File: config.mk
export PLATFORM = sky130hd
export DESIGN_NAME = kmer_minimizer_sampler
export DESIGN_NICKNAME = d
export VERILOG_FILES = /design/src/sv/kmsam_pkg.sv /design/src/sv/kmsam_cell.sv /design/src/sv/kmer_minimizer_sampler.sv
export SDC_FILE = /design/constraint.sdc
export NUM_CORES = 1
export LEC_CHECK = 0
export BUFFER_PORTS_ARGS = -buffer_cell sky130_fd_sc_hd__buf_2
export CAP_MARGIN = 30
export CELL_PAD_IN_SITES_DETAIL_PLACEMENT = 0
export CELL_PAD_IN_SITES_GLOBAL_PLACEMENT = 1
export CORE_ASPECT_RATIO = 1.25
export CORE_MARGIN = 2
export CORE_UTILIZATION = 51
export CTS_CLUSTER_DIAMETER = 150
export DETAILED_ROUTE_END_ITERATION = 7
export GPL_TIMING_DRIVEN = 1
export HOLD_SLACK_MARGIN = 0.05
export PLACE_DENSITY_LB_ADDON = 0.1
export SLEW_MARGIN = 20
export SYNTH_ARGS = -nofsm -noshare
export SYNTH_HDL_FRONTEND = slang
export SYNTH_SLANG_ARGS = --single-unit
File: constraint.sdc
create_clock -name clock -period 9.8 [get_ports clock]
set_clock_uncertainty 0.15 [all_clocks]
set_input_delay 0.49 -clock clock [delete_from_list [all_inputs] [get_ports clock]]
set_output_delay 0.49 -clock clock [all_outputs]
set_load 0.03 [all_outputs]
File: src/sv/kmsam_pkg.sv
// ---------------------------------------------------------------------------
// kmsam_pkg
// Shared types and constants for the k-mer minimiser sampler.
// ---------------------------------------------------------------------------
package kmsam_pkg;

   localparam int SYM_BITS          = 2;
   localparam int KMER_LEN_BITS     = 6;
   localparam int WIN_LEN_BITS      = 7;
   localparam int CSR_DATA_BITS     = 7;
   localparam int KMER_VALUE_BITS   = 64;
   localparam int POS_OUT_BITS      = 32;

   // default parameter values
   localparam int DEF_MAX_KMER      = 32;
   localparam int DEF_WINDOW_DEPTH  = 64;
   localparam int DEF_POSITION_BITS = 32;

   // register indexes
   localparam logic CSR_KMER_LENGTH   = 1'b0;
   localparam logic CSR_WINDOW_LENGTH = 1'b1;

   // register reset values
   localparam logic [KMER_LEN_BITS-1:0] KMER_LEN_RESET = 6'd15;
   localparam logic [WIN_LEN_BITS-1:0]  WIN_LEN_RESET  = 7'd32;

   typedef struct packed {
      logic [SYM_BITS-1:0] symbol;
      logic                sequence_end;
   } req_type;

   typedef struct packed {
      logic [KMER_VALUE_BITS-1:0] kmer_value;
      logic                       from_complement;
      logic [POS_OUT_BITS-1:0]    kmer_position;
   } rsp_type;

   // cell chain control
   typedef struct packed {
      logic push;   // shift a new symbol into the store chain
      logic load;   // copy the store chain into the scan chain
      logic step;   // move the scan chain one cell towards cell 0
   } ctrl_type;

endpackage

File: src/sv/kmsam_cell.sv
// ---------------------------------------------------------------------------
// kmsam_cell
// One cell of the symbol chain: a stored symbol and a scan copy of it.
// ---------------------------------------------------------------------------
module kmsam_cell (
   input  logic                          clock,
   input  kmsam_pkg::ctrl_type           ctrl,
   input  logic [kmsam_pkg::SYM_BITS-1:0] sym_in,
   input  logic [kmsam_pkg::SYM_BITS-1:0] scan_in,
   output logic [kmsam_pkg::SYM_BITS-1:0] sym_out,
   output logic [kmsam_pkg::SYM_BITS-1:0] scan_out
);

   logic [kmsam_pkg::SYM_BITS-1:0] sym_ff;
   logic [kmsam_pkg::SYM_BITS-1:0] scan_ff;

   // store: newer symbol comes from the neighbour on the low side
   always_ff @(posedge clock) begin
      if (ctrl.push) begin
         sym_ff <= sym_in;
      end
   end

   // scan copy: loaded in parallel, then walks towards cell 0
   always_ff @(posedge clock) begin
      if (ctrl.load) begin
         scan_ff <= sym_ff;
      end else if (ctrl.step) begin
         scan_ff <= scan_in;
      end
   end

   assign sym_out  = sym_ff;
   assign scan_out = scan_ff;

endmodule

File: src/sv/kmer_minimizer_sampler.sv
// ---------------------------------------------------------------------------
// kmer_minimizer_sampler
// Streaming (w,k) minimiser sampler over 2-bit symbols, built on a chain of
// symbol cells that is copied and walked to find the smallest k-mer.
// ---------------------------------------------------------------------------
//  channel | direction | handshake             | word
//  req     | in        | req_valid / req_ready | req_data (symbol, sequence_end)
//  rsp     | out       | rsp_valid / rsp_ready | rsp_data (value, strand, position)
//  csr     | in        | csr_we                | csr_index, csr_wdata
//
//  A symbol with no result goes through accept and then the window check.
//  A symbol that closes a window goes on to skip the d symbols past the
//  window end (normally 0), then walks the scan chain one k-mer per cycle,
//  then issues its result once the output register can take it.
//  Synchronous reset clears control state; the symbol cells hold no reset.
//  A result waits in the output register; the sampler stalls only when a
//  second result is ready before the first is taken.
// ---------------------------------------------------------------------------
module kmer_minimizer_sampler #(
   parameter int MAX_KMER      = kmsam_pkg::DEF_MAX_KMER,
   parameter int WINDOW_DEPTH  = kmsam_pkg::DEF_WINDOW_DEPTH,
   parameter int POSITION_BITS = kmsam_pkg::DEF_POSITION_BITS
) (
   input  logic                                  clock,
   input  logic                                  reset,
   input  logic                                  req_valid,
   output logic                                  req_ready,
   input  kmsam_pkg::req_type                    req_data,
   output logic                                  rsp_valid,
   input  logic                                  rsp_ready,
   output kmsam_pkg::rsp_type                    rsp_data,
   input  logic                                  csr_we,
   input  logic                                  csr_index,
   input  logic [kmsam_pkg::CSR_DATA_BITS-1:0]   csr_wdata
);

   localparam int SB       = kmsam_pkg::SYM_BITS;
   localparam int KB       = kmsam_pkg::KMER_LEN_BITS;
   localparam int WB       = $clog2(WINDOW_DEPTH + 1);
   localparam int PB       = POSITION_BITS;
   localparam int KLIM     = (MAX_KMER < WINDOW_DEPTH) ? MAX_KMER : WINDOW_DEPTH;
   localparam int VB       = SB * MAX_KMER;

   localparam logic [1:0] ST_IDLE  = 2'd0;
   localparam logic [1:0] ST_CHECK = 2'd1;
   localparam logic [1:0] ST_SCAN  = 2'd2;
   localparam logic [1:0] ST_DONE  = 2'd3;

   // registers
   logic [1:0]         state_ff, state_in;
   logic [PB-1:0]      seen_ff, seen_in;
   logic [PB-1:0]      ws_ff, ws_in;
   logic               last_ff, last_in;
   logic [WB-1:0]      skip_ff, skip_in;
   logic [WB-1:0]      cnt_ff, cnt_in;
   logic [PB-1:0]      pos_ff, pos_in;
   logic [VB-1:0]      best_t_ff, best_t_in;
   logic [VB-1:0]      best_c_ff, best_c_in;
   logic [PB-1:0]      pos_t_ff, pos_t_in;
   logic [PB-1:0]      pos_c_ff, pos_c_in;
   logic               rsp_valid_ff, rsp_valid_in;
   kmsam_pkg::rsp_type rsp_data_ff, rsp_data_in;
   logic [KB-1:0]      klen_ff;
   logic [kmsam_pkg::WIN_LEN_BITS-1:0] wlen_ff;

   kmsam_pkg::ctrl_type ctrl;

   logic [SB-1:0] sym_q  [WINDOW_DEPTH];
   logic [SB-1:0] scan_q [WINDOW_DEPTH];

   // configuration registers
   always_ff @(posedge clock) begin
      if (reset) begin
         klen_ff <= kmsam_pkg::KMER_LEN_RESET;
         wlen_ff <= kmsam_pkg::WIN_LEN_RESET;
      end else if (csr_we) begin
         unique case (csr_index)
            kmsam_pkg::CSR_KMER_LENGTH:   klen_ff <= csr_wdata[KB-1:0];
            kmsam_pkg::CSR_WINDOW_LENGTH: wlen_ff <= csr_wdata;
            default: ;
         endcase
      end
   end

   // effective k and w
   logic [KB-1:0] k_eff;
   logic [WB-1:0] w_clip, w_eff;
   always_comb begin
      if (klen_ff == '0) begin
         k_eff = KB'(1);
      end else if (int'(klen_ff) > KLIM) begin
         k_eff = KB'(KLIM);
      end else begin
         k_eff = klen_ff;
      end
      if (wlen_ff == '0) begin
         w_clip = WB'(1);
      end else if (int'(wlen_ff) > WINDOW_DEPTH) begin
         w_clip = WB'(WINDOW_DEPTH);
      end else begin
         w_clip = WB'(wlen_ff);
      end
      if (int'(w_clip) < int'(k_eff)) begin
         w_eff = WB'(k_eff);
      end else begin
         w_eff = w_clip;
      end
   end

   // k-mer mask, one symbol lane at a time
   logic [VB-1:0] kmask;
   always_comb begin
      for (int j = 0; j < MAX_KMER; j++) begin
         kmask[j*SB +: SB] = (j < int'(k_eff)) ? {SB{1'b1}} : {SB{1'b0}};
      end
   end

   // cell chain: cell 0 holds the newest symbol
   genvar g;
   generate
      for (g = 0; g < WINDOW_DEPTH; g++) begin : g_cell
         logic [SB-1:0] sym_nb;
         logic [SB-1:0] scan_nb;
         if (g == 0) begin : g_head
            assign sym_nb = req_data.symbol;
         end else begin : g_body
            assign sym_nb = sym_q[g-1];
         end
         if (g == WINDOW_DEPTH - 1) begin : g_tail
            assign scan_nb = '0;
         end else begin : g_mid
            assign scan_nb = scan_q[g+1];
         end
         kmsam_cell u_cell (
            .clock    (clock),
            .ctrl     (ctrl),
            .sym_in   (sym_nb),
            .scan_in  (scan_nb),
            .sym_out  (sym_q[g]),
            .scan_out (scan_q[g])
         );
      end
   endgenerate

   // current k-mer at the low end of the scan chain; lanes past k are masked
   logic [VB-1:0] scan_vec, kv, kc;
   always_comb begin
      scan_vec = '0;
      for (int j = 0; j < KLIM; j++) begin
         scan_vec[j*SB +: SB] = scan_q[j];
      end
      kv = scan_vec & kmask;
      kc = ~scan_vec & kmask;
   end

   logic          accept;
   logic [PB-1:0] diff;
   logic          complete;
   logic          can_load;
   logic          pick_c;

   assign accept   = req_valid && req_ready;
   assign diff     = seen_ff - ws_ff;
   assign complete = diff >= PB'(w_eff);
   assign can_load = !rsp_valid_ff || rsp_ready;
   assign pick_c   = best_t_ff > best_c_ff;

   // sequencer
   always_comb begin
      state_in     = state_ff;
      seen_in      = seen_ff;
      ws_in        = ws_ff;
      last_in      = last_ff;
      skip_in      = skip_ff;
      cnt_in       = cnt_ff;
      pos_in       = pos_ff;
      best_t_in    = best_t_ff;
      best_c_in    = best_c_ff;
      pos_t_in     = pos_t_ff;
      pos_c_in     = pos_c_ff;
      rsp_data_in  = rsp_data_ff;
      rsp_valid_in = rsp_valid_ff && !rsp_ready;
      ctrl         = '0;
      unique case (state_ff)
         ST_IDLE: begin
            if (accept) begin
               last_in = req_data.sequence_end;
               if (seen_ff != '1) begin
                  ctrl.push = 1'b1;
                  seen_in   = seen_ff + PB'(1);
               end
               state_in = ST_CHECK;
            end
         end
         ST_CHECK: begin
            if (complete) begin
               ctrl.load = 1'b1;
               skip_in   = WB'(diff - PB'(w_eff));
               cnt_in    = w_eff - WB'(k_eff) + WB'(1);
               pos_in    = ws_ff + PB'(w_eff) - PB'(k_eff);
               best_t_in = '1;
               best_c_in = '1;
               state_in  = ST_SCAN;
            end else begin
               if (last_ff) begin
                  ws_in   = '0;
                  seen_in = '0;
               end
               state_in = ST_IDLE;
            end
         end
         ST_SCAN: begin
            ctrl.step = 1'b1;
            if (skip_ff != '0) begin
               skip_in = skip_ff - WB'(1);
            end else begin
               // walking backwards, so ties go to the earlier position
               if (kv <= best_t_ff) begin
                  best_t_in = kv;
                  pos_t_in  = pos_ff;
               end
               if (kc <= best_c_ff) begin
                  best_c_in = kc;
                  pos_c_in  = pos_ff;
               end
               pos_in = pos_ff - PB'(1);
               cnt_in = cnt_ff - WB'(1);
               if (cnt_ff == WB'(1)) begin
                  state_in = ST_DONE;
               end
            end
         end
         ST_DONE: begin
            if (can_load) begin
               rsp_valid_in                = 1'b1;
               rsp_data_in.kmer_value      = kmsam_pkg::KMER_VALUE_BITS'(
                                                pick_c ? best_c_ff : best_t_ff);
               rsp_data_in.from_complement = pick_c;
               rsp_data_in.kmer_position   = kmsam_pkg::POS_OUT_BITS'(
                                                pick_c ? pos_c_ff : pos_t_ff);
               ws_in = (pick_c ? pos_c_ff : pos_t_ff) + PB'(1);
               if (last_ff) begin
                  ws_in   = '0;
                  seen_in = '0;
               end
               state_in = ST_IDLE;
            end
         end
         default: state_in = ST_IDLE;
      endcase
   end

   // control registers
   always_ff @(posedge clock) begin
      if (reset) begin
         state_ff     <= ST_IDLE;
         seen_ff      <= '0;
         ws_ff        <= '0;
         last_ff      <= 1'b0;
         rsp_valid_ff <= 1'b0;
      end else begin
         state_ff     <= state_in;
         seen_ff      <= seen_in;
         ws_ff        <= ws_in;
         last_ff      <= last_in;
         rsp_valid_ff <= rsp_valid_in;
      end
   end

   // scan payload registers
   always_ff @(posedge clock) begin
      skip_ff     <= skip_in;
      cnt_ff      <= cnt_in;
      pos_ff      <= pos_in;
      best_t_ff   <= best_t_in;
      best_c_ff   <= best_c_in;
      pos_t_ff    <= pos_t_in;
      pos_c_ff    <= pos_c_in;
      rsp_data_ff <= rsp_data_in;
   end

   assign req_ready = (state_ff == ST_IDLE);
   assign rsp_valid = rsp_valid_ff;
   assign rsp_data  = rsp_data_ff;

   // checks
   a_accept_check: assert property (@(posedge clock) disable iff (reset)
      accept |=> state_ff == ST_CHECK)
      else $error("accepted word not followed by window check");

   a_scan_count: assert property (@(posedge clock) disable iff (reset)
      state_ff == ST_SCAN |-> cnt_ff != '0)
      else $error("scan running with no k-mers left");

   a_start_order: assert property (@(posedge clock) disable iff (reset)
      ws_ff <= seen_ff)
      else $error("window start past symbol count");

endmodule
# After elaboration in Yosys (flattened, before gate mapping)
# Index checks and enable logic that the tools add are counted.
[totals]
out_inout_bits = 99
ff_bits = 672
[op_classes]
reduce_logical = 26
mux = 208
n_bitwise = 5
n_addsub = 11
magnitude_cmp = 39
eq_ne = 16
[ops]
columns = ["op", "count"]
rows = [
  ["$mux W32", 12],
  ["$mux W64", 6],
  ["$mux W2", 165],
  ["$pmux W64 S2", 2],
  ["$and A64 B64 Y64", 2],
  ["$le A64 B64 Y1", 2],
  ["$pmux W32 S2", 2],
  ["$lt A5 B6 Y1 const A", 16],
  ["$pmux W32 S3", 1],
  ["$add A32 B1 Y32 const B", 2],
  ["$gt A64 B64 Y1", 1],
  ["$not A64 Y64", 1],
  ["$mux W7", 7],
  ["$lt A4 B6 Y1 const A", 8],
  ["$add A32 B7 Y32", 1],
  ["$ge A32 B7 Y1", 1],
  ["$ne A32 B32 Y1 const B", 1],
  ["$sub A32 B1 Y32 const B", 1],
  ["$sub A32 B32 Y32", 1],
  ["$sub A32 B6 Y32", 1],
  ["$pmux W7 S2", 2],
  ["$lt A3 B6 Y1 const A", 4],
  ["$ne A2 B2 Y1 const B", 9],
  ["$reduce_and A4 Y1", 4],
  ["29 further kinds", 53],
]

# Logic depth before layout (Yosys ltp)
[logic_depth]
word_depth = 10
mapped_depth = 30

# Modules after synthesis
# A second synthesis with hierarchy kept.
[hier_totals]
hier_cells = 3324
hier_area_um2 = 37071.8
[modules_own_cells]
columns = ["module", "area_per_inst_um2", "instances", "cells_per_inst"]
rows = [
  ["kmer_minimizer_sampler", 27542.7, 1, 2876],
  ["kmsam_cell", 148.9, 64, 7],
]

# Least setup slack after synthesis
# No wires, ideal clock.
[synth_path]
path_kind = "reg-to-reg"
from = "register klen_ff[1]"
to = "register g_cell[0].u_cell.scan_ff (netlist bit g_cell[0].u_cell.scan_out[0]), enable pin"
arrival_ns = 7.789
required_time_ns = 8.535
path_stages_with_launch = 28
slack_ns = 0.746
period_less_slack_ns = 9.054
cell_sequence = "dfxtp_1 -> clkbuf_1 -> nor2b_1 -> clkbuf_1 -> inv_1 -> ha_1 -> o21ai_0 -> nand2b_1 -> a21oi_1 -> nor2b_1 -> o21ai_0 -> nand2b_1 -> a211oi_1 -> clkbuf_1 -> mux2i_1 -> fa_1 -> a21o_1 -> a21oi_1 -> a21o_1 -> o2111ai_1 -> nor4_1 -> nand3_1 -> nand4b_1 -> or4b_1 -> o31ai_4 -> buf_2 -> buf_2 -> nand2_1"
[synth_via]
elab_chain_len = 9
word_cells_on_any_way = 10
[synth_lines]
columns = ["item", "line", "text"]
rows = [
  ["start, declared", "kmer_minimizer_sampler.sv:63", "logic [KB-1:0] klen_ff;"],
  ["start signal, assigned", "kmer_minimizer_sampler.sv:74", "klen_ff <= kmsam_pkg::KMER_LEN_RESET;"],
  ["start signal, assigned", "kmer_minimizer_sampler.sv:78", "kmsam_pkg::CSR_KMER_LENGTH: klen_ff <= csr_wdata[KB-1:0];"],
  ["$gt A6 B6 Y1", "kmer_minimizer_sampler.sv:91", "end else if (int'(klen_ff) > KLIM) begin"],
  ["$mux W6", "kmer_minimizer_sampler.sv:91", ""],
  ["$mux W6 *", "kmer_minimizer_sampler.sv:89", "if (klen_ff == '0) begin"],
  ["$lt A7 B6 Y1", "kmer_minimizer_sampler.sv:103", "if (int'(w_clip) < int'(k_eff)) begin"],
  ["$mux W7 *", "kmer_minimizer_sampler.sv:103", ""],
  ["$ge A32 B7 Y1 *", "kmer_minimizer_sampler.sv:164", "assign complete = diff >= PB'(w_eff);"],
  ["$mux W1 *", "kmer_minimizer_sampler.sv:196", "if (complete) begin"],
  ["$mux W1 *", "kmer_minimizer_sampler.sv:184", "unique case (state_ff)"],
  ["$reduce_bool A2 Y1 (no source line) *", "--", ""],
  ["end signal, assigned", "kmsam_cell.sv:27", "scan_ff <= sym_ff;"],
  ["end signal, assigned", "kmsam_cell.sv:29", "scan_ff <= scan_in;"],
  ["end, declared", "kmsam_cell.sv:15", "logic [kmsam_pkg::SYM_BITS-1:0] scan_ff;"],
]
# Every way passes the cells marked *; elsewhere a longest branch is shown, timed or not.
# A chain may end at the register's enable or synchronous reset.

# Final worst setup path
[layout_path]
from = "register klen_ff[1]"
to = "register g_cell[42].u_cell.scan_ff (netlist bit g_cell[42].u_cell.scan_out[1]), data pin"
[layout_via]
elab_chain_len = 9
word_cells_on_any_way = 10
[layout_lines]
columns = ["item", "line", "text"]
rows = [
  ["$gt A6 B6 Y1", "kmer_minimizer_sampler.sv:91", ""],
  ["$mux W6", "kmer_minimizer_sampler.sv:91", ""],
  ["$mux W6 *", "kmer_minimizer_sampler.sv:89", ""],
  ["$lt A7 B6 Y1", "kmer_minimizer_sampler.sv:103", ""],
  ["$mux W7 *", "kmer_minimizer_sampler.sv:103", ""],
  ["$ge A32 B7 Y1 *", "kmer_minimizer_sampler.sv:164", ""],
  ["$mux W1 *", "kmer_minimizer_sampler.sv:196", ""],
  ["$mux W1 *", "kmer_minimizer_sampler.sv:184", ""],
  ["$mux W2 *", "kmsam_cell.sv:26", "if (ctrl.load) begin"],
  ["end signal, assigned", "kmsam_cell.sv:27", ""],
  ["end signal, assigned", "kmsam_cell.sv:29", ""],
  ["end, declared", "kmsam_cell.sv:15", ""],
]
# Marked as above.

==> run summary <==
## Worst setup path
- Data required, critical path: 10.01 ns
- worst r2r path cells: 28
- cell type with the highest occurrence count on the critical path: sky130_fd_sc_hd__buf_4
- reg-to-reg startpoint: klen_ff[1]
- critical-path cell with the highest stage delay: sky130_fd_sc_hd__or4b_1
- endpoint arrival time on the critical path: 8.20 ns
- largest fanout on the critical path: 61
- Slowest Stage Delay on Critical Path: 0.63 ns
- CP Capture Type: flop
- logic depth of the worst path, buffers included: 28
- register-to-register setup slack: 1.82 ns
- Worst Setup Start Kind: flop
- endpoint of the most critical register-to-register path: g_cell[42].u_cell.scan_out[1]
- critical path's top delay family: simple AND/OR/NAND/NOR gates
- WS Path Type: reg2reg
- Critical path buffers and inverters: 6

## Route
- Routed WL per cell: 21.3 µm
- total number of vias: 26300
- post-detailed-route via-to-cell ratio: 5.79
- TritonRoute pass-1 iters: 7
- initial drt markers: 1550
- total detailed-routing wirelength: 96800 µm
- Residual DRC: 0
- remaining antenna violation count after routing: 0

## Timing
- share of the cycle needed by the critical path after routing: 0.814
- Final min period: 7.98 ns
- total of endpoints with negative setup slack in the final report: 0
- final hold viol count: 0
- unrepaired setup endpoints after global routing: false
- Max Freq: 0.125 GHz
- max-slew violation total from the final report: 0
- worst max-slew margin expressed relative to the limit: 0.299
- Tightest Pin Transition: 1.05 ns
- total negative slack for setup checks: 0 ns

## Finish
- final-layout fill cell count: 6219
- Layout Area Growth over Synthesis: 11.2%
- FF/Latch Area: 19400 µm²
- fraction of layout cells with a size suffix above 1: 0.114
- Post-layout nets: 3838
- Final Cell Area: 41400 µm²
- number of diodes: 0
- total area of multi-input combinational cells: 16500 µm²

## Yosys
- dominant register cell in the synthesized netlist: sky130_fd_sc_hd__edfxtp_1
- number of cells produced by synthesis: 3431
- mean instance size in the synthesized netlist: 10.8 µm²
- async set-or-reset flop fraction in the synthesized netlist: 0
- Syn Std Cell Area: 37200 µm²
- main area contributors after synthesis: sky130_fd_sc_hd__edfxtp_1 48%, sky130_fd_sc_hd__ha_1 9.6%, sky130_fd_sc_hd__dfxtp_1 4.4%, sky130_fd_sc_hd__nand2_1 4.2%, sky130_fd_sc_hd__o21ai_0 3.2%
- Yosys warning count: 0
- number of nets in the synthesized netlist: 3742
- unique cell type count in the Yosys netlist: 83
- number of register bits inferred by synthesis: 672
- sequential cell area fraction in the yosys report: 0.521
- number of enable-type register cells in the synthesized netlist: 591
- fraction of post-synthesis cell area in the top cell type by area: 0.477
- biggest area consumer among synthesized cells: sky130_fd_sc_hd__edfxtp_1

## Global route
- busiest grt layer: met2
- global-route met3 utilization: 0.0281
- largest net degree at the start of global routing: 97
- met1 usage: 0.297
- global-route wire length before repair: 150000 µm
- met2 track demand over resource in global routing: 0.479
- global-route usage over all layers: 0.258
- sum of overflow across all layers after global routing: 0
- antenna violations before repair: 0
- vias in the first global route: 26400

## Run
- number of max-capacitance violations reported: 0

## Placement
- detailed placer's ending HPWL: 71700 µm
- gpl congestion: 0.892
- I/O Buffers: 114
- placement-stage cell area: 38800 µm²

## Power and ir drop
- PD cells: 176 nW/µm²
- cell leakage power: 0.0166 µW
- peak supply drop: 0.122 mV

## Clock network
- number of clock sinks: 672
- CTS tree: built
- clock buffer count from CTS: 70
- CTS resizes: 0
- H-tree level count: 3
- Post-CTS Setup Repair Bufs: 0
- clock latency of the later-clocked register in the worst-skew pair: 0.63 ns
- clock slew seen by the registers of the worst setup and hold paths: 0.07 ns
- CTS Buffer Depth: 3
- clock root buffer: sky130_fd_sc_hd__clkbuf_16

## Hold path
- worst hold path stage count: 3
- end of the worst hold path: wlen_ff[4]
- worst hold path startpoint: csr_index
- worst hold path type: in2reg

## Floorplanning
- Core ar.: 72100 µm²
- Die Height: 306 µm
- # rows: 110
- die area: 75100 µm²
- Die X: 246 µm
- number of placed I/O pins: 115
- starting density of the core: 0.516

## Status
- outcome: finished, final reports clean

==> sequential cells by signal, summed over array words and instances (netlist names) <==
| register | flops |
|---|---|
| g_cell.u_cell.scan_out | 128 |
| g_cell.u_cell.sym_out | 128 |
| rsp_data | 97 |
| best_c_ff | 64 |
| best_t_ff | 64 |
| pos_c_ff | 32 |
| pos_ff | 32 |
| pos_t_ff | 32 |
| seen_ff | 32 |
| ws_ff | 32 |
| cnt_ff | 7 |
| skip_ff | 7 |
| wlen_ff | 7 |
| klen_ff | 6 |
| state_ff | 2 |
| last_ff | 1 |
| rsp_valid | 1 |
==> where the power goes <==
group / total (µW) / switching [µW] / internal, µW / leakage [µW]
Combinational: 1090 / 672 / 423 / 0.00959
Sequential: 3450 / 113 / 3340 / 0.00586
Clock: 2750 / 1150 / 1600 / 0.00114
Total: 7290 / 1940 / 5360 / 0.0166
==> final cells by class <==
class	count	area share
clock inverter	43	0.0123
clock buffer	85	0.0447
inverter	228	0.0207
multi-input combinational	2396	0.399
sequential	672	0.468
timing repair buffer	159	0.0264
tap	952	0.0288
==> cell usage in the layout (no fill, tap or decap), types with 47 or more instances in the layout <==
cell                        synthesis  routed
sky130_fd_sc_hd__buf_2             11     116
sky130_fd_sc_hd__inv_1            228     227
sky130_fd_sc_hd__xnor2_1           58      58
sky130_fd_sc_hd__nor2b_1           79      79
sky130_fd_sc_hd__xor2_1            49      49
sky130_fd_sc_hd__a21o_1            91      91
sky130_fd_sc_hd__a21oi_1          189     187
sky130_fd_sc_hd__o21ai_0          237     237
sky130_fd_sc_hd__ha_1             286     286
sky130_fd_sc_hd__nor2_1           175     174
sky130_fd_sc_hd__nand4_1           65      65
sky130_fd_sc_hd__edfxtp_1         591     591
sky130_fd_sc_hd__nor3_1            48      47
sky130_fd_sc_hd__mux2_2           101     101
sky130_fd_sc_hd__clkbuf_16          0      71
sky130_fd_sc_hd__nand2_1          419     416
sky130_fd_sc_hd__dfxtp_1           81      81
sky130_fd_sc_hd__nand2b_1          85      84
sky130_fd_sc_hd__nand3_1           69      69
==> routing by layer <==
layer	wire [µm]	share of wire
met5	0	0
met4	3940	0.041
met3	2970	0.031
met2	51500	0.53
met1	38300	0.40
==> worst min-delay path, cell delays in order <==
cell and delay, ns:
sky130_fd_sc_hd__buf_2 0.17, sky130_fd_sc_hd__nand3_1 0.10, sky130_fd_sc_hd__a21oi_1 0.05
==> metrics by stage <==
stage	utilization	hold WS (ns)	instances	setup WS, ns	total power, µW
6_report	0.574	0.0917	4535	1.82	7290
5_1_grt	0.574	0.0707	4535	1.19	7600
4_1_cts	0.572	0.0626	4529	1.61	7350
3_5_place_dp	0.538	0.279	4392	1.66	4590
3_3_place_gp	0.536	0.274	4387	1.85	4560
2_1_floorplan	-	0.269	3431	0.746	4260
==> worst max path at each step <==
stage                     from                            end  slack [ns]
floorplan           klen_ff[1]   g_cell[0].u_cell.scan_out[0]        0.75
global route        klen_ff[5]  g_cell[39].u_cell.scan_out[1]        1.19
detailed placement  klen_ff[1]  g_cell[49].u_cell.scan_out[1]        1.66
global placement    klen_ff[5]  g_cell[53].u_cell.scan_out[1]        1.85
finish              klen_ff[1]  g_cell[42].u_cell.scan_out[1]        1.82
CTS                 klen_ff[1]  g_cell[41].u_cell.scan_out[1]        1.61
==> cells in the mapped netlist (6+ instances only) <==
cell                        instances
sky130_fd_sc_hd__a2111o_1          20
sky130_fd_sc_hd__a211o_1           13
sky130_fd_sc_hd__a211oi_1          13
sky130_fd_sc_hd__a21o_1            91
sky130_fd_sc_hd__a21oi_1          189
sky130_fd_sc_hd__a22o_1            15
sky130_fd_sc_hd__a31oi_1           31
sky130_fd_sc_hd__a32o_1             8
sky130_fd_sc_hd__and2_1            29
sky130_fd_sc_hd__and3_1            29
sky130_fd_sc_hd__and4_1             9
sky130_fd_sc_hd__buf_1             11
sky130_fd_sc_hd__buf_2             11
sky130_fd_sc_hd__buf_4              6
sky130_fd_sc_hd__clkbuf_1         106
sky130_fd_sc_hd__dfxtp_1           81
sky130_fd_sc_hd__edfxtp_1         591
sky130_fd_sc_hd__fa_1               9
sky130_fd_sc_hd__ha_1             286
sky130_fd_sc_hd__inv_1            228
sky130_fd_sc_hd__mux2_2           101
sky130_fd_sc_hd__mux2i_1           30
sky130_fd_sc_hd__nand2_1          419
sky130_fd_sc_hd__nand2b_1          85
sky130_fd_sc_hd__nand3_1           69
sky130_fd_sc_hd__nand3b_1          11
sky130_fd_sc_hd__nand4_1           65
sky130_fd_sc_hd__nor2_1           175
sky130_fd_sc_hd__nor2b_1           79
sky130_fd_sc_hd__nor3_1            48
sky130_fd_sc_hd__nor4_1            17
sky130_fd_sc_hd__o2111ai_1          6
sky130_fd_sc_hd__o211ai_1          17
sky130_fd_sc_hd__o21a_1            25
sky130_fd_sc_hd__o21ai_0          237
sky130_fd_sc_hd__o21bai_1          11
sky130_fd_sc_hd__o2bb2ai_1          6
sky130_fd_sc_hd__o31a_1             6
sky130_fd_sc_hd__o31ai_1            6
sky130_fd_sc_hd__o41ai_1           19
sky130_fd_sc_hd__or2_2             17
sky130_fd_sc_hd__or3_1             15
sky130_fd_sc_hd__xnor2_1           58
sky130_fd_sc_hd__xor2_1            49
==> cells by family after synthesis <==
family                     synth area share
and+or+nand+nor                       0.143
buffers and inverters                0.0378
AOI/OAI and AO/OA                     0.132
DFF                                   0.521
muxes                                0.0402
xor gates and xnor gates             0.0252
adders and majority gates             0.101
==> timing repair <==
| action | CTS | global route |
|---|---|---|
| hold buffers | 9 | 0 |
| setup endpoints to repair | 0 | 0 |
| hold endpoints to repair | 14 | 0 |
No activity file was read; power rests on OpenSTA's default activity.
